--- src/rtl/core/clcd_pkg.sv ---
`timescale 1ns / 1ps

package clcd_pkg;

   // Request codes
   localparam logic [1:0] CMD_TICK  = 2'd0;
   localparam logic [1:0] CMD_DATA  = 2'd1;
   localparam logic [1:0] CMD_INSTR = 2'd2;
   localparam logic [1:0] CMD_POS   = 2'd3;

   // Configuration register indexes
   localparam logic CSR_ENABLE_TICKS  = 1'b0;
   localparam logic CSR_POWERUP_TICKS = 1'b1;

   localparam int unsigned CSR_DATA_WIDTH = 20;
   localparam int unsigned COUNT_WIDTH    = 20;

   localparam logic [7:0]  ENABLE_TICKS_RESET  = 8'd1;
   localparam logic [19:0] POWERUP_TICKS_RESET = 20'd15000;

   // Display instruction bits
   localparam logic [7:0] LCD_FUNCTION_SET = 8'h20;
   localparam logic [7:0] LCD_BUS_8BIT     = 8'h10;
   localparam logic [7:0] LCD_TWO_LINES    = 8'h08;
   localparam logic [7:0] LCD_DISPLAY_CTRL = 8'h08;
   localparam logic [7:0] LCD_DISPLAY_ON   = 8'h04;
   localparam logic [7:0] LCD_CLEAR        = 8'h01;
   localparam logic [7:0] LCD_ENTRY_MODE   = 8'h04;
   localparam logic [7:0] LCD_INCREMENT    = 8'h02;
   localparam logic [7:0] LCD_SET_ADDRESS  = 8'h80;

   localparam logic [7:0] LINE0_BASE = 8'h00;
   localparam logic [7:0] LINE1_BASE = 8'h40;
   localparam logic [7:0] LINE2_BASE = 8'h14;
   localparam logic [7:0] LINE3_BASE = 8'h54;

   localparam logic [2:0] INIT_COUNT = 3'd4;

   typedef enum logic [5:0] {
      PH_POWERUP = 6'b000001,
      PH_W_HIGH  = 6'b000010,
      PH_W_LOW   = 6'b000100,
      PH_R_HIGH  = 6'b001000,
      PH_R_LOW   = 6'b010000,
      PH_IDLE    = 6'b100000
   } phase_type;

   // Controller to datapath
   typedef struct packed {
      logic count_en;
      logic use_powerup;
      logic start_init;
      logic start_req;
      logic set_read;
      logic sample_busy;
   } clcd_cmd_type;

   // Datapath to controller
   typedef struct packed {
      logic count_done;
      logic busy_seen;
      logic init_more;
   } clcd_status_type;

   // Phase-derived pin qualifiers
   typedef struct packed {
      logic writing;
      logic strobe;
      logic idle;
      logic accepted;
   } clcd_view_type;

   // Held transfer contents
   typedef struct packed {
      logic       select;
      logic       rw_level;
      logic [7:0] data_byte;
   } clcd_bus_type;

   function automatic logic [7:0] init_byte(input logic [1:0] idx);
      logic [7:0] b;
      case (idx)
         2'd0: b = LCD_FUNCTION_SET | LCD_BUS_8BIT | LCD_TWO_LINES;
         2'd1: b = LCD_DISPLAY_CTRL | LCD_DISPLAY_ON;
         2'd2: b = LCD_CLEAR;
         2'd3: b = LCD_ENTRY_MODE | LCD_INCREMENT;
         default: b = LCD_CLEAR;
      endcase
      return b;
   endfunction

   function automatic logic [7:0] line_base(input logic [1:0] line_sel);
      logic [7:0] b;
      case (line_sel)
         2'd0: b = LINE0_BASE;
         2'd1: b = LINE1_BASE;
         2'd2: b = LINE2_BASE;
         2'd3: b = LINE3_BASE;
         default: b = LINE0_BASE;
      endcase
      return b;
   endfunction

endpackage

--- src/rtl/core/clcd_ctrl.sv ---
`timescale 1ns / 1ps

module clcd_ctrl (
   input  logic                       clock,
   input  logic                       reset,
   input  logic                       req_valid,
   input  logic [1:0]                 req_command,
   output logic                       req_ready,
   output logic                       rsp_valid,
   input  logic                       rsp_ready,
   input  clcd_pkg::clcd_status_type  dp_status,
   output clcd_pkg::clcd_cmd_type     dp_cmd,
   output clcd_pkg::clcd_view_type    view
);
   import clcd_pkg::*;

   phase_type phase_ff, phase_in;
   logic      rsp_valid_ff, rsp_valid_in;
   logic      accepted_ff, accepted_in;
   logic      accept;

   assign req_ready = !rsp_valid_ff || rsp_ready;
   assign accept    = req_valid && req_ready;
   assign rsp_valid = rsp_valid_ff;

   always_comb begin
      phase_in    = phase_ff;
      accepted_in = accepted_ff;
      dp_cmd      = '0;
      if (accept) begin
         accepted_in = 1'b0;
         if (req_command == CMD_TICK) begin
            case (phase_ff)
               PH_POWERUP: begin
                  dp_cmd.count_en    = 1'b1;
                  dp_cmd.use_powerup = 1'b1;
                  if (dp_status.count_done) begin
                     dp_cmd.start_init = 1'b1;
                     phase_in          = PH_W_HIGH;
                  end
               end
               PH_W_HIGH: begin
                  dp_cmd.count_en = 1'b1;
                  if (dp_status.count_done) begin
                     phase_in = PH_W_LOW;
                  end
               end
               PH_W_LOW: begin
                  dp_cmd.count_en = 1'b1;
                  if (dp_status.count_done) begin
                     dp_cmd.set_read = 1'b1;
                     phase_in        = PH_R_HIGH;
                  end
               end
               PH_R_HIGH: begin
                  dp_cmd.count_en = 1'b1;
                  if (dp_status.count_done) begin
                     dp_cmd.sample_busy = 1'b1;
                     phase_in           = PH_R_LOW;
                  end
               end
               PH_R_LOW: begin
                  dp_cmd.count_en = 1'b1;
                  if (dp_status.count_done) begin
                     if (dp_status.busy_seen) begin
                        phase_in = PH_R_HIGH;
                     end else if (dp_status.init_more) begin
                        dp_cmd.start_init = 1'b1;
                        phase_in          = PH_W_HIGH;
                     end else begin
                        phase_in = PH_IDLE;
                     end
                  end
               end
               PH_IDLE: begin
                  phase_in = PH_IDLE;
               end
               default: begin
                  phase_in = PH_IDLE;
               end
            endcase
         end else if (phase_ff == PH_IDLE) begin
            accepted_in      = 1'b1;
            dp_cmd.start_req = 1'b1;
            phase_in         = PH_W_HIGH;
         end
      end
   end

   always_comb begin
      if (accept) begin
         rsp_valid_in = 1'b1;
      end else if (rsp_ready) begin
         rsp_valid_in = 1'b0;
      end else begin
         rsp_valid_in = rsp_valid_ff;
      end
   end

   always_ff @(posedge clock) begin
      if (reset) begin
         phase_ff     <= PH_POWERUP;
         rsp_valid_ff <= 1'b0;
         accepted_ff  <= 1'b0;
      end else begin
         phase_ff     <= phase_in;
         rsp_valid_ff <= rsp_valid_in;
         accepted_ff  <= accepted_in;
      end
   end

   assign view.writing  = (phase_ff == PH_W_HIGH) || (phase_ff == PH_W_LOW);
   assign view.strobe   = (phase_ff == PH_W_HIGH) || (phase_ff == PH_R_HIGH);
   assign view.idle     = (phase_ff == PH_IDLE);
   assign view.accepted = accepted_ff;

endmodule

--- config.mk ---
export PLATFORM = sky130hd
export DESIGN_NAME = clcd_ctrl
export DESIGN_NICKNAME = d
export VERILOG_FILES = /design/src/rtl/core/clcd_pkg.sv /design/src/rtl/core/clcd_ctrl.sv
export SDC_FILE = /design/constraint.sdc
export NUM_CORES = 1
export LEC_CHECK = 0
export BUFFER_PORTS_ARGS = -buffer_cell sky130_fd_sc_hd__clkbuf_2
export CAP_MARGIN = 5
export CORE_AREA = 4 4 41 43
export DETAILED_ROUTE_END_ITERATION = 12
export DIE_AREA = 0 0 45 47
export PLACE_DENSITY = 0.74
export SYNTH_ARGS = -nofsm -noshare
export SYNTH_HDL_FRONTEND = slang
export SYNTH_SLANG_ARGS = --single-unit
--- constraint.sdc ---
create_clock -name clock -period 2.27 [get_ports clock]
set_input_delay 0.227 -clock clock [delete_from_list [all_inputs] [get_ports clock]]
set_output_delay 0.227 -clock clock [all_outputs]
set_load 0.05 [all_outputs]
# == Yosys cells after proc, flatten, opt, wreduce, memory -nomap -nowiden ==
# Cells that the tools add are included.
# classes
reduce_logical,10
eq_ne,11
muxes,26
# ops
op,n
2-to-1 mux 6 bit,10
one-hot mux 6 bit (5 select lines),1
"!= test 3 bit, second input constant",5
2-to-1 mux 1 bit,12
AND reduction 7 bit,1
"equality test 6 x 1 -> 1 bit, second input constant",1
"equality test 6 x 2 -> 1 bit, second input constant",1
"equality test 6 x 3 -> 1 bit, second input constant",1
"equality test 6 x 4 -> 1 bit, second input constant",1
"equality test 6 x 5 -> 1 bit, second input constant",1
"equality test 6 bit, second input constant",1
OR reduction 5 bit,1
nonzero test 2 bit,2
logical OR 1 bit,3
2-to-1 mux 3 bit,1
logical NOT 2 bit,1
2-to-1 mux 2 bit,1
one-hot mux 1 bit (2 select lines),1
logical AND 1 bit,1
logical NOT 1 bit,1
# word_totals
output_inout_bits,12
inputBits,9
reg_bits,8
word_cells,50

# == Longest topological paths before layout ==
# depth
ltp_word,6
depth_mapped,6
depth_no_buf,5

# == Least setup slack after synthesis ==
# OpenSTA, ideal clock, no wires.
# synth_timing
path_type,flip-flop to output port
startpoint,"register rsp_valid_ff, in the netlist rsp_valid"
endpoint,output dp_cmd[1] (netlist name)
slack_ps,-300
stages_incl_launch_ff,4
t_arrival_ps,2343
path_buffers,0
required_time_ps,2043
path_cell_list,dfxtp_1 -> nand2b_1 -> nand4_1 -> nor3_1
# synth_rtl
element,line,source
start: declaration,clcd_ctrl.sv:18,"logic rsp_valid_ff, rsp_valid_in;"
start signal: assignment,clcd_ctrl.sv:107,rsp_valid_ff <= rsp_valid_in;
end: declaration,clcd_ctrl.sv:12,"output clcd_pkg::clcd_cmd_type dp_cmd,"

==> qor.txt <==
reg-to-reg endpoint: phase_ff[4]
reg2reg setup slack: 0.45 ns
minimum clock period: 2.08 ns
VDD IR max: 248 uV
Setup Skew: 0.0120 ns
power per cell area: 447 nW/um^2
flop and latch count out of synthesis: 8
syn nets: 90
Fin. Hold Viols: 0
WHS Path Cells: 3
Starting Density: 0.466
die area: 2120 um^2
top post-synthesis cells by area: dfxtp_1, nor2_1, nor3_1
CTS tree: done
Hold Path End: rsp_valid
core box area: 1300 um^2
fin nets: 109
CTS clk-pin slew, worst paths: 0.06 ns
WP data required: 2.04 ns
DRC Markers: 0
post-synthesis sequential area ratio: 0.264
largest net degree at the start of global routing: 13
status: complete, no violations
Hold Crit Class: input port to flip-flop
num ports: 21
hold-fix buffers at CTS: 0
synthesized area: 607 um^2
Synth Instances: 81
Detailed Routing Iterations Pass 1: 4
largest fanout on the critical path: 8
diode count: 0
final instance area: 732 um^2
antenna-violating nets left: 0
clock tree buffer depth: 2
R2R cell count: 5
initial antenna violation count: 0
CP bufs+invs: 1
Netlist cell types: 30
number of global-route vias before repair: 582
critical path, cell by cell: or4_4 -> a21oi_4 -> nor2_1 -> nor2_2 -> clkbuf_2
Rel. slew slack: 0.734
drt total wl: 1480 um
YS warnings: 0
Pins Over Slew Limit: 0
Worst Path Arrival: 1.85 ns
CP Launch Type: flip-flop
clk root buf: clkbuf_4
Min-Delay Startpoint: req_valid
routed vias/inst: 5.42
slowest CP cell: or4_4
slew of the pin with the lowest slew margin: 0.399 ns
cell taking the most area after synthesis: dfxtp_1
Post-DP Area: 709 um^2
Max Cap Viol: 0
part of the cycle the worst path needs: 0.917
HPWL Detailed: 1150 um
Setup Crit Path Kind: flip-flop to primary output
ratio of cells with drive above 1 in the final layout: 0.347
Leak Pwr: 0.343 nW
clk_lat worst skew: 0.26 ns
family with the most delay on the worst path: simple AND/OR/NAND/NOR gates
first-pass GRT wire length: 2460 um
IO buf count: 20
Detailed Route Iter0 Violations: 10
Area Growth Syn to Fin: 20.6%
final setup vio count: 0
Routed WL per cell: 13.1 um
GRT Overall Usage: 0.169
Setup Fix Bufs, Post-CTS: 0
reg-to-reg critical path startpoint: phase_ff[3]
CTS Buf Count: 3
crit-path max cell delay: 0.59 ns
Avg Inst Size Synth: 7.49 um^2
via count: 613
unrepaired setup endpoints after global routing: no
setup TNS: 0 ns
number of H-tree levels: 1
final RePlAce weighted congestion: 0.808
die span in y: 47 um
Rows: 13
share of the synthesized area in the top cell type: 0.264
gr ovfl total: 0
clk sink count: 8
fmax: 481 MHz
CTS resizes: 0
crit end category: primary output
Die W: 45 um
## through the flow
step	power, W	hold WS (ns)	worst slack, ns	cells	utilization
global placement	0.000219	0.479	0.508	110	0.545
global route	0.000349	0.222	0.0953	113	0.563
floorplan	0.000201	0.356	0.0945	81	-
finish	0.000327	0.230	0.189	113	0.563
CTS	0.000332	0.218	0.189	113	0.563
detailed placement	0.000220	0.492	0.473	110	0.545
## power breakdown
part	switching (W)	internal (W)	total [W]
Sequential	0.00000519	0.000144	0.000149
Clock	0.0000495	0.0000606	0.000110
Combinational	0.0000457	0.0000225	0.0000682
Total	0.000100	0.000227	0.000327
## registers in the layout (all words and copies together), names as in the netlist
name	flops
phase_ff	6
accepted_ff	1
rsp_valid	1
## layout by cell type (no fill, tap or decap), drive strengths merged
cell and instances:
a21o 2, a21oi 5, and3 1, and4 1
clkbuf 23, dfxtp 8, inv 3, mux2 3
mux2i 2, nand2 6, nand2b 6, nand3 4
nand4 1, nor2 12, nor2b 2, nor3 9
nor4 1, o211a 1, o21ai 3, or2 1
or4 2, xor2 2
## routing by layer
metal | wire [um] | GRT usage | vias up
met5 | 0 | 0 | -
li1 | - | - | 314
met3 | 113 | 0.0575 | 5
met1 | 651 | 0.193 | 274
met2 | 683 | 0.271 | 20
met4 | 31 | 0.105 | 0
## synth_stat cells
cell,n
a21o_1,2
a21oi_1,4
a21oi_4,1
and3_1,1
and4_4,1
buf_4,1
buf_6,1
clkbuf_1,4
dfxtp_1,8
inv_1,3
mux2_1,2
mux2_2,1
mux2i_1,2
nand2_1,5
nand2_4,1
nand2b_1,6
nand3_1,4
nand4_1,1
nor2_1,12
nor2b_1,2
nor3_1,8
nor3_2,1
nor4_1,1
o211a_1,1
o21ai_0,2
o21ai_2,1
or2_1,1
or4_1,1
or4_4,1
xor2_1,2
## cells by family (layout without fill, tap and decap cells)
family | after synthesis | after routing | synth area share
XOR/XNOR | 2 | 2 | 0.0289
multiplexers | 5 | 5 | 0.0887
flip-flops | 8 | 8 | 0.264
AND/OR/NAND/NOR | 46 | 46 | 0.412
AO/OA/AOI/OAI | 11 | 11 | 0.132
buffers and inverters | 9 | 26 | 0.0742
## worst register-to-register path, delay by kind of cell, from the launching register on
kind | cells | cell delay (ns)
compound gates | 2 | 0.29
flops | 1 | 0.38
simple gates | 2 | 0.70
mux | 1 | 0.33
## worst max path at each step
| stage | slack (ns) | cells past startpoint | start | endpoint |
|---|---|---|---|---|
| after floorplan | 0.09 | 3 | rsp_valid | dp_cmd[1] |
| after global placement | 0.51 | 5 | phase_ff[4] | dp_cmd[5] |
| after detailed placement | 0.47 | 5 | phase_ff[4] | phase_ff[4] |
| after CTS | 0.19 | 5 | phase_ff[3] | dp_cmd[5] |
| after global routing | 0.1 | 5 | phase_ff[3] | dp_cmd[5] |
| final | 0.19 | 5 | phase_ff[3] | dp_cmd[5] |
## layout make-up
class / count / area [um^2]
timing repair buffer: 20 / 100
tap: 15 / 18.8
fill: 136 / 569
multi-input combinational: 64 / 419
inverter: 3 / 11.3
clock buffer: 3 / 22.5
sequential: 8 / 160
(Power assumes the default switching activity.)
