$ cat src/rtl/core/clcd_pkg.sv
`timescale 1ns / 1ps

package clcd_pkg;

   // Request codes
   localparam logic [1:0] CMD_TICK  = 2'd0;
   localparam logic [1:0] CMD_DATA  = 2'd1;
   localparam logic [1:0] CMD_INSTR = 2'd2;
   localparam logic [1:0] CMD_POS   = 2'd3;

   // Configuration register indexes
   localparam logic CSR_ENABLE_TICKS  = 1'b0;
   localparam logic CSR_POWERUP_TICKS = 1'b1;

   localparam int unsigned CSR_DATA_WIDTH = 20;
   localparam int unsigned COUNT_WIDTH    = 20;

   localparam logic [7:0]  ENABLE_TICKS_RESET  = 8'd1;
   localparam logic [19:0] POWERUP_TICKS_RESET = 20'd15000;

   // Display instruction bits
   localparam logic [7:0] LCD_FUNCTION_SET = 8'h20;
   localparam logic [7:0] LCD_BUS_8BIT     = 8'h10;
   localparam logic [7:0] LCD_TWO_LINES    = 8'h08;
   localparam logic [7:0] LCD_DISPLAY_CTRL = 8'h08;
   localparam logic [7:0] LCD_DISPLAY_ON   = 8'h04;
   localparam logic [7:0] LCD_CLEAR        = 8'h01;
   localparam logic [7:0] LCD_ENTRY_MODE   = 8'h04;
   localparam logic [7:0] LCD_INCREMENT    = 8'h02;
   localparam logic [7:0] LCD_SET_ADDRESS  = 8'h80;

   localparam logic [7:0] LINE0_BASE = 8'h00;
   localparam logic [7:0] LINE1_BASE = 8'h40;
   localparam logic [7:0] LINE2_BASE = 8'h14;
   localparam logic [7:0] LINE3_BASE = 8'h54;

   localparam logic [2:0] INIT_COUNT = 3'd4;

   typedef enum logic [5:0] {
      PH_POWERUP = 6'b000001,
      PH_W_HIGH  = 6'b000010,
      PH_W_LOW   = 6'b000100,
      PH_R_HIGH  = 6'b001000,
      PH_R_LOW   = 6'b010000,
      PH_IDLE    = 6'b100000
   } phase_type;

   // Controller to datapath
   typedef struct packed {
      logic count_en;
      logic use_powerup;
      logic start_init;
      logic start_req;
      logic set_read;
      logic sample_busy;
   } clcd_cmd_type;

   // Datapath to controller
   typedef struct packed {
      logic count_done;
      logic busy_seen;
      logic init_more;
   } clcd_status_type;

   // Phase-derived pin qualifiers
   typedef struct packed {
      logic writing;
      logic strobe;
      logic idle;
      logic accepted;
   } clcd_view_type;

   // Held transfer contents
   typedef struct packed {
      logic       select;
      logic       rw_level;
      logic [7:0] data_byte;
   } clcd_bus_type;

   function automatic logic [7:0] init_byte(input logic [1:0] idx);
      logic [7:0] b;
      case (idx)
         2'd0: b = LCD_FUNCTION_SET | LCD_BUS_8BIT | LCD_TWO_LINES;
         2'd1: b = LCD_DISPLAY_CTRL | LCD_DISPLAY_ON;
         2'd2: b = LCD_CLEAR;
         2'd3: b = LCD_ENTRY_MODE | LCD_INCREMENT;
         default: b = LCD_CLEAR;
      endcase
      return b;
   endfunction

   function automatic logic [7:0] line_base(input logic [1:0] line_sel);
      logic [7:0] b;
      case (line_sel)
         2'd0: b = LINE0_BASE;
         2'd1: b = LINE1_BASE;
         2'd2: b = LINE2_BASE;
         2'd3: b = LINE3_BASE;
         default: b = LINE0_BASE;
      endcase
      return b;
   endfunction

endpackage

$ cat src/rtl/core/clcd_datapath.sv
`timescale 1ns / 1ps

module clcd_datapath (
   input  logic                                  clock,
   input  logic                                  reset,
   input  logic                                  csr_write_enable,
   input  logic                                  csr_index,
   input  logic [clcd_pkg::CSR_DATA_WIDTH-1:0]   csr_write_data,
   input  logic [1:0]                            req_command,
   input  logic [7:0]                            req_value,
   input  logic [1:0]                            req_line,
   input  logic [5:0]                            req_column,
   input  logic [7:0]                            req_bus_in,
   input  clcd_pkg::clcd_cmd_type                dp_cmd,
   output clcd_pkg::clcd_status_type             dp_status,
   output clcd_pkg::clcd_bus_type                pend
);
   import clcd_pkg::*;

   logic [7:0]             enable_ticks_ff;
   logic [19:0]            powerup_ticks_ff;
   logic [COUNT_WIDTH-1:0] wait_count_ff, wait_count_in;
   logic [7:0]             pending_byte_ff, pending_byte_in;
   logic                   pending_select_ff, pending_select_in;
   logic [2:0]             init_index_ff, init_index_in;
   logic                   rw_level_ff, rw_level_in;
   logic                   busy_seen_ff, busy_seen_in;

   logic [COUNT_WIDTH-1:0] wait_inc;
   logic [COUNT_WIDTH-1:0] limit;
   logic [7:0]             req_byte;
   logic                   req_select;

   // A zero limit behaves as one
   always_comb begin
      limit = dp_cmd.use_powerup ? powerup_ticks_ff : {12'd0, enable_ticks_ff};
      if (limit == '0) begin
         limit = {{(COUNT_WIDTH-1){1'b0}}, 1'b1};
      end
   end

   assign wait_inc             = wait_count_ff + {{(COUNT_WIDTH-1){1'b0}}, 1'b1};
   assign dp_status.count_done = (wait_inc >= limit);
   assign dp_status.busy_seen  = busy_seen_ff;
   assign dp_status.init_more  = (init_index_ff < INIT_COUNT);

   always_comb begin
      case (req_command)
         CMD_DATA: begin
            req_byte   = req_value;
            req_select = 1'b1;
         end
         CMD_INSTR: begin
            req_byte   = req_value;
            req_select = 1'b0;
         end
         CMD_POS: begin
            req_byte   = LCD_SET_ADDRESS + line_base(req_line) + {2'b00, req_column};
            req_select = 1'b0;
         end
         default: begin
            req_byte   = req_value;
            req_select = 1'b0;
         end
      endcase
   end

   always_comb begin
      wait_count_in     = wait_count_ff;
      pending_byte_in   = pending_byte_ff;
      pending_select_in = pending_select_ff;
      init_index_in     = init_index_ff;
      rw_level_in       = rw_level_ff;
      busy_seen_in      = busy_seen_ff;

      if (dp_cmd.count_en) begin
         wait_count_in = dp_status.count_done ? '0 : wait_inc;
      end
      if (dp_cmd.set_read) begin
         rw_level_in = 1'b1;
      end
      if (dp_cmd.sample_busy) begin
         busy_seen_in = req_bus_in[7];
      end
      if (dp_cmd.start_init) begin
         pending_byte_in   = init_byte(init_index_ff[1:0]);
         pending_select_in = 1'b0;
         init_index_in     = init_index_ff + 3'd1;
         rw_level_in       = 1'b0;
         wait_count_in     = '0;
      end
      if (dp_cmd.start_req) begin
         pending_byte_in   = req_byte;
         pending_select_in = req_select;
         rw_level_in       = 1'b0;
         wait_count_in     = '0;
      end
   end

   always_ff @(posedge clock) begin
      if (reset) begin
         enable_ticks_ff   <= ENABLE_TICKS_RESET;
         powerup_ticks_ff  <= POWERUP_TICKS_RESET;
         wait_count_ff     <= '0;
         pending_byte_ff   <= '0;
         pending_select_ff <= 1'b0;
         init_index_ff     <= '0;
         rw_level_ff       <= 1'b0;
         busy_seen_ff      <= 1'b0;
      end else begin
         if (csr_write_enable) begin
            case (csr_index)
               CSR_ENABLE_TICKS:  enable_ticks_ff  <= csr_write_data[7:0];
               CSR_POWERUP_TICKS: powerup_ticks_ff <= csr_write_data[19:0];
               default:           enable_ticks_ff  <= enable_ticks_ff;
            endcase
         end
         wait_count_ff     <= wait_count_in;
         pending_byte_ff   <= pending_byte_in;
         pending_select_ff <= pending_select_in;
         init_index_ff     <= init_index_in;
         rw_level_ff       <= rw_level_in;
         busy_seen_ff      <= busy_seen_in;
      end
   end

   assign pend.select    = pending_select_ff;
   assign pend.rw_level  = rw_level_ff;
   assign pend.data_byte = pending_byte_ff;

endmodule

$ cat config.mk
export PLATFORM = sky130hd
export DESIGN_NAME = clcd_datapath
export DESIGN_NICKNAME = d
export VERILOG_FILES = /design/src/rtl/core/clcd_pkg.sv /design/src/rtl/core/clcd_datapath.sv
export SDC_FILE = /design/constraint.sdc
export NUM_CORES = 1
export LEC_CHECK = 0
export BUFFER_PORTS_ARGS = -buffer_cell sky130_fd_sc_hd__buf_2
export CAP_MARGIN = 20
export CELL_PAD_IN_SITES_DETAIL_PLACEMENT = 0
export CELL_PAD_IN_SITES_GLOBAL_PLACEMENT = 1
export CORE_MARGIN = 1.5
export CORE_UTILIZATION = 44
export DETAILED_ROUTE_END_ITERATION = 6
export MAX_ROUTING_LAYER = met4
export PLACE_DENSITY = 0.95
export SYNTH_ARGS = -nofsm -noshare
export SYNTH_HDL_FRONTEND = slang
export SYNTH_SLANG_ARGS = --single-unit
$ cat constraint.sdc
create_clock -name clock -period 10.4 [get_ports clock]
set_input_delay 0.52 -clock clock [delete_from_list [all_inputs] [get_ports clock]]
set_output_delay 0.52 -clock clock [all_outputs]
set_load 0.02 [all_outputs]
======== Word-level counts from Yosys, hierarchy flattened ========
Cells that the tools add are included.
storage, ports and cells
  memory bits (writable) .................. 0
  bits of input ports ..................... 56
  latch bits .............................. 0
  memories ................................ 0
  logic and storage cells ................. 42
  bits in registers ....................... 62
  ROM bits ................................ 0
  output and inout bits ................... 13
cells by class
  magnitude comparators ................... 2
  reductions and logical operators ........ 7
  equality and inequality tests ........... 8
  shifts and indexed selects .............. 0
  divide/modulo/power cells ............... 0
  multiplexer cells ....................... 12
  add/sub/neg operators ................... 4
  bitwise operators ....................... 1
  multipliers ............................. 0
operators with widths
  cell                     number
  $pmux W8 S4              2
  $mux W20                 3
  $mux W8                  4
  $add A20 B1 Y20 const B  1
  $ge A20 B20 Y1           1
  $logic_not A20 Y1        1
  $eq A2 B2 Y1 const B     5
  $add A8 B6 Y8            1
  $add A8 B8 Y8 const A    1
  $eq A2 B1 Y1 const B     3
  $logic_not A2 Y1         2
  $reduce_and A2 Y1        2
  $add A3 B1 Y3 const B    1
  $lt A3 B3 Y1 const B     1
  $mux W1                  3
  $reduce_or A3 Y1         1
  $reduce_bool A2 Y1       1
  $not A1 Y1               1

======== Depth between registers and ports, before layout ========
Gate-level depths: netlist (run 1).
  word-level depth ........................ 7
  mapped depth ............................ 15
  gate-level depth less buffers ........... 13

======== Worst setup path before layout (run 1) ========
OpenSTA, ideal clock, no wires.
  path type ............................... register to output
  from .................................... register wait_count_ff[0]
  to ...................................... output dp_status[2] (netlist name)
  cell stages (with the launch flop) ...... 15
  path buffers ............................ 2
  data required time ...................... 9.880 ns
  setup slack ............................. 6.576 ns
  arrival ................................. 3.304 ns
  cells stage by stage .................... dfxtp_1 > ha_1 > nand3_1 > or2_1 > clkbuf_1 > nor3_1 > nand3_1 > xnor2_1 > ha_1 > nand4_2 > nor4_2 > or4b_1 > and4_4 > buf_2 > inv_1
RTL lines
  element                   RTL line              RTL
  start: declaration        clcd_datapath.sv:22   logic [COUNT_WIDTH-1:0] wait_count_ff, wait_count_in;
  start signal: assignment  clcd_datapath.sv:118  wait_count_ff <= wait_count_in;
  end: declaration          clcd_datapath.sv:15   output clcd_pkg::clcd_status_type dp_status,

==> impl_metrics.py, run 1 <==
metrics = {
    "detailed_routing": {
        "dr_total_vias": 3202,
        "first_pass_iters": 6,
        "via_per_inst": 5.427,
        "drc": 0,
        "ant_nets": 0,
        "wirelength_um": 7599,
        "wl_met3_um": 329,
        "wl_met1_um": 3437,
        "wl_met2_um": 3667,
        "wl_per_cell_um": 12.88,
        "drtIter0Drc": 126,
        "highest_layer": "met4",
    },
    "hold_path": {
        "min_path_type": "input pin to register",
    },
    "logic_synthesis": {
        "yosysWarnings": 0,
        "synth_area_leaders": "dfxtp_1, nand2_1, ha_1",
        "synthFlopType": "dfxtp_1",
        "avgSynthCellArea_um2": 7.979,
        "syn-cell-area_um2": 3495,
        "async_flop_share_pct": 0,
        "synth-edff-count": 0,
        "syn_inst": 438,
        "yosysTopAreaCellShare_pct": 35.52,
        "postSynthNetCount": 522,
        "yosysTopAreaCell": "dfxtp_1",
        "ys_seq_elements": 62,
        "yosysUniqueCellTypes": 46,
        "ys_seq_area_share_pct": 35.52,
    },
    "worst_setup_path": {
        "slowest_stage": "or4b_1",
        "critPathKind": "register to primary output",
        "startpoint_type": "register",
        "path_cells": "ha_1 > nand3_1 > or2_1 > nor3_1 > nand3_1 > xnor2_1 > ha_1 > nand4_2 > nor4_2 > or4b_1 > and4_4 > inv_1 > buf_2",
        "end_kind": "primary output",
        "crit_path_max_incr_delay_ps": 500,
        "cp_max_fo": 14,
        "arrival_ps": 4110,
        "critPathRequiredTime_ps": 9880,
    },
    "timing": {
        "rsz0062_at_grt": "false",
        "worst_pin_slew_ps": 717.7,
        "slew_headroom_pct": 51.76,
        "tns_ps": 0,
        "period_needed_ps": 4628,
        "whs_ps": 382.9,
        "slew_violations": 0,
        "final.period_utilization_pct": 44.50,
        "setup_violations": 0,
        "hold_viol_final": 0,
        "final.setup_skew_ps": 7.218,
        "max_freq_mhz": 216.1,
    },
    "global_route": {
        "grt_max_degree": 42,
        "gr-total-overflow": 0,
        "grt_pass1_vias": 3028,
        "grt_pass1_wl_um": 13210,
        "antenna_found_initial": 0,
        "grtUsageTotal_pct": 19.85,
    },
    "layout": {
        "fin_cells": 590,
        "post-route-util_pct": 51.86,
        "num_antenna_cells": 0,
        "syn2layout_area_growth_pct": 14.68,
        "final_net_count": 568,
        "drive_gt1_share_pct": 17.21,
    },
    "floorplanning": {
        "die_h_um": 92.12,
        "core_um2": 7727,
        "num_io_pins": 69,
        "core.rowCount": 32,
        "initial_core_util_pct": 45.22,
        "dieWidth_um": 92.12,
        "die_area_um2": 8486,
    },
    "clocking": {
        "post-cts-setup-buffers": 0,
        "htreeDepth": 3,
        "clk_pin_slew_worst_paths_ps": 70,
        "clk_latency_ps": 340,
        "cts_tree": "built",
        "cts_resized": 0,
        "cts.path.max_buffers": 2,
        "numClockSinks": 62,
        "cts.hold.buffers_added": 0,
        "numCtsBuffers": 9,
        "clockRootBuffer": "clkbuf_8",
    },
    "place": {
        "dp_hpwl_um": 5704,
        "gp_congestion": 0.7524,
        "io_buffers": 61,
        "dp_cells": 575,
    },
    "power_and_ir_drop": {
        "p_leak_nw": 1.721,
        "irDropWorstVdd_uv": 68.87,
        "power.density_nw_per_um2": 131.4,
    },
    "outcome": {
        "status": "complete, no violations",
    },
    "job": {
        "maxCapViolations": 0,
    },
}
## layer usage
metal | vias up | track usage (%)
met5 | - | -
met4 | 0 | 10.00
met3 | 15 | 4.395
met2 | 75 | 31.54
met1 | 1486 | 23.61
li1 | 1626 | -
## state kept, by name, indices dropped and copies added (netlist names)
| signal | cells |
|---|---|
| busy_seen_ff | 1 |
| wait_count_ff | 20 |
| pending_select_ff | 1 |
| init_index_ff | 3 |
| pending_byte_ff | 8 |
| rw_level_ff | 1 |
| enable_ticks_ff | 8 |
| powerup_ticks_ff | 20 |
## cells by family after synthesis
kind of cell    Yosys count  share of synthesized area, %
buf+inv                  40                         4.941
mux                       9                         2.578
xor+xnor                 19                         4.762
simple gates            196                         26.53
fa+ha+maj                28                         10.03
flops                    62                         35.52
compound gates           84                         15.65
## cells in the mapped netlist (2+ instances only)
cell	count
xnor2_1	12
and2_1	2
nand2b_1	5
nand2_1	103
buf_2	3
and4_1	2
ha_1	28
o21ai_0	8
xor2_1	7
dfxtp_1	62
nor3_1	8
clkbuf_1	21
nor4_2	2
inv_1	12
o311ai_0	2
nand3b_1	8
a22o_1	12
buf_4	3
nor2_1	24
nor2b_1	8
nand3_1	15
nand4_1	9
a31oi_1	6
nor4_1	2
a21oi_1	33
mux2i_1	9
o22ai_1	4
a311oi_1	3
a31o_2	2
a211oi_1	6
and3_1	2
## path summary, 6_finish.rpt
kind | from | endpoint | cells past startpoint | slack, ps
setup reg to reg | wait_count_ff[0]$_SDFFE_PP0P_ | wait_count_ff[6]$_SDFFE_PP0P_ | 13 | 6190
hold / removal | dp_cmd[1] | rw_level_ff$_SDFFE_PP0P_ | 3 | 380
setup / recovery | wait_count_ff[0]$_SDFFE_PP0P_ | dp_status[2] | 13 | 5770
hold reg to reg | powerup_ticks_ff[1]$_SDFFE_PP0P_ | powerup_ticks_ff[1]$_SDFFE_PP0P_ | 2 | 460
## critical path: cells and delay by family, from the launching register on
family	cells	cell delay, ps
AND/OR/NAND/NOR	8	2380
adder cells (fa/ha/maj)	2	560
flip-flops	1	430
buffers and inverters	2	210
XOR/XNOR	1	180
## where the power goes
part / total (mW) / internal (mW) / switching, mW
Sequential: 0.253 / 0.247 / 0.00600
Combinational: 0.0672 / 0.0285 / 0.0387
Clock: 0.206 / 0.115 / 0.0914
Total: 0.527 / 0.391 / 0.136
## layout by cell type, fill, tap and decap left out, drive strengths merged, types with 12 or more instances in the layout
cell / n
nand2: 103
buf: 63
dfxtp: 62
a21oi: 33
ha: 28
nor2: 24
nand3: 15
inv: 12
xnor2: 12
a22o: 12
## cell type report
| class | instances | area (um2) |
|---|---|---|
| Clock buffer | 11 | 141.4 |
| Clock inverter | 4 | 47.55 |
| Fill cell | 764 | 3720 |
| Inverter | 12 | 45.04 |
| Multi-Input combinational cell | 336 | 2081 |
| Sequential cell | 62 | 1241 |
| Tap cell | 102 | 127.6 |
| Timing Repair Buffer | 63 | 324.1 |
## through the flow
| stage | setup slack (ps) | power (mW) | area [um2] |
|---|---|---|---|
| 2_1_floorplan | 6576 | 0.3030 | 3495 |
| 5_1_grt | 5491 | 0.5515 | 4008 |
| 4_1_cts | 5758 | 0.5322 | 4008 |
| 3_3_place_gp | 6163 | 0.3235 | 3807 |
| 3_5_place_dp | 6141 | 0.3256 | 3819 |
| 6_report | 5772 | 0.5266 | 4008 |
No activity file was read; power rests on OpenSTA's default activity.
==> run 2: changes to the inputs <==
Settings changed: CORE_UTILIZATION 44 to 40, PLACE_DENSITY 0.95 to 0.89.
Clock period 10.4 ns to 4.6 ns, I/O delays scaled along.
==> impl_metrics.py, run 2 (same netlist as run 1, synthesis figures left out) <==
metrics = {
    "detailed_routing": {
        "drtIter0Drc": 100,
        "via_per_inst": 5.295,
        "wirelength_um": 8064,
        "dr_total_vias": 3140,
        "ant_nets": 0,
        "drc": 0,
        "wl_per_cell_um": 13.60,
        "first_pass_iters": 4,
    },
    "clocking": {
        "clk_pin_slew_worst_paths_ps": 60,
        "cts_tree": "built",
        "clk_latency_ps": 340,
        "cts_resized": 0,
        "htreeDepth": 3,
        "cts.path.max_buffers": 2,
        "numCtsBuffers": 9,
        "clockRootBuffer": "clkbuf_8",
        "post-cts-setup-buffers": 0,
        "cts.hold.buffers_added": 0,
        "numClockSinks": 62,
    },
    "worst_setup_path": {
        "path_cells": "ha_1 > nand3_1 > or2_1 > nor3_1 > nand3_1 > xnor2_1 > ha_1 > nand4_2 > nor4_2 > or4b_1 > and4_4 > inv_1 > buf_2",
        "cp_max_fo": 14,
        "cp_top_family": "simple AND/OR/NAND/NOR gates",
        "crit_path_max_incr_delay_ps": 470,
        "critPathKind": "register to primary output",
        "slowest_stage": "or4b_1",
        "end_kind": "primary output",
        "startpoint_type": "register",
        "arrival_ps": 4050,
        "critPathRequiredTime_ps": 4370,
        "cp_num_buf_inv": 2,
    },
    "floorplanning": {
        "die_h_um": 96.47,
        "num_io_pins": 69,
        "die_area_um2": 9306,
        "core.rowCount": 33,
        "initial_core_util_pct": 41.90,
        "dieWidth_um": 96.47,
        "core_um2": 8341,
    },
    "place": {
        "place_area_um2": 3826,
        "dp_cells": 579,
        "dp_hpwl_um": 5999,
        "io_buffers": 61,
        "gp_congestion": 0.7901,
        "pre_cts_slack_ps": 492.6,
    },
    "timing": {
        "tns_ps": 0,
        "final.setup_skew_ps": 7.444,
        "whs_ps": 93.92,
        "final.period_utilization_pct": 92.95,
        "worst_pin_slew_ps": 722.0,
        "rsz0062_at_grt": "false",
        "max_freq_mhz": 233.9,
        "period_needed_ps": 4276,
        "finalWorstSetupSlack_ps": 324.2,
        "slew_headroom_pct": 51.87,
        "setup_violations": 0,
        "hold_viol_final": 0,
        "slew_violations": 0,
    },
    "global_route": {
        "grtUsageTotal_pct": 18.84,
        "met2_usage_pct": 31.18,
        "grt_max_degree": 42,
        "grt_pass1_wl_um": 13140,
        "gr-total-overflow": 0,
        "grt.busiest_layer": "met2",
        "grt_pass1_vias": 2945,
        "met1_usage_pct": 22.09,
        "antenna_found_initial": 0,
        "grt_util_met3_pct": 4.617,
    },
    "job": {
        "maxCapViolations": 0,
    },
    "layout": {
        "final_net_count": 569,
        "reg_top3": "powerup_ticks_ff: 20 flops, wait_count_ff: 20 flops",
        "seq_area_um2": 1241,
        "multi_input_area_um2": 2081,
        "design_area_um2": 4000,
        "fin_cells": 593,
        "most-common-layout-cells": "nand2_1, dfxtp_1, buf_2, a21oi_1, ha_1",
        "syn2layout_area_growth_pct": 14.46,
        "post-route-util_pct": 47.96,
        "fillerInstances": 855,
        "final_common_cell": "nand2_1",
        "drive_gt1_share_pct": 17.21,
        "num_antenna_cells": 0,
    },
    "power_and_ir_drop": {
        "power.density_nw_per_um2": 290.4,
        "total_power_mw": 1.162,
        "p_leak_nw": 1.722,
        "irDropWorstVdd_uv": 183.5,
    },
    "outcome": {
        "status": "complete, no violations",
    },
    "hold_path": {
        "min_path_type": "input pin to register",
    },
}
==> run 2: changes by cell type in the layout (fill, tap and decap cells not counted) <==
cell | previous run | this run
buf_6 | 1 | 0
clkinv_2 | 2 | 1
bufinv_16 | 1 | 0
clkinvlp_4 | 1 | 0
clkbuf_8 | 10 | 12
buf_4 | 1 | 3
==> run 2: cell type report <==
type / instances / share of cell area, %
Sequential cell: 62 / 31.03
Clock buffer: 13 / 4.223
Inverter: 12 / 1.126
Clock inverter: 1 / 0.1251
Timing Repair Buffer: 64 / 8.195
Multi-Input combinational cell: 336 / 52.02
Tap cell: 105 / 3.284
==> run 2: report_power, final <==
part | switching (mW) | total, mW | internal [mW]
Combinational | 0.0897 | 0.154 | 0.0645
Sequential | 0.0141 | 0.572 | 0.558
Clock | 0.202 | 0.435 | 0.233
Total | 0.305 | 1.16 | 0.856
==> run 2: layer usage <==
metal / part of all wire (%) / up-vias
met5: 0 / -
li1: - / 1625
met3: 4.6 / 18
met2: 48 / 77
met1: 46 / 1420
met4: 1.7 / 0
==> run 2: final timing paths <==
| kind | slack (ps) | depth (start not counted) | startpoint | endpoint |
|---|---|---|---|---|
| hold / removal | 90 | 3 | dp_cmd[1] | rw_level_ff$_SDFFE_PP0P_ |
| setup reg to reg | 460 | 13 | wait_count_ff[0]$_SDFFE_PP0P_ | wait_count_ff[6]$_SDFFE_PP0P_ |
| setup / recovery | 320 | 13 | wait_count_ff[0]$_SDFFE_PP0P_ | dp_status[2] |
| hold reg to reg | 460 | 2 | enable_ticks_ff[6]$_SDFFE_PP0P_ | enable_ticks_ff[6]$_SDFFE_PP0P_ |
==> run 2: worst min-delay path, cell delays in order <==
cell    delay, ps
buf_2          70
nor2_1         30
nor2_1         60
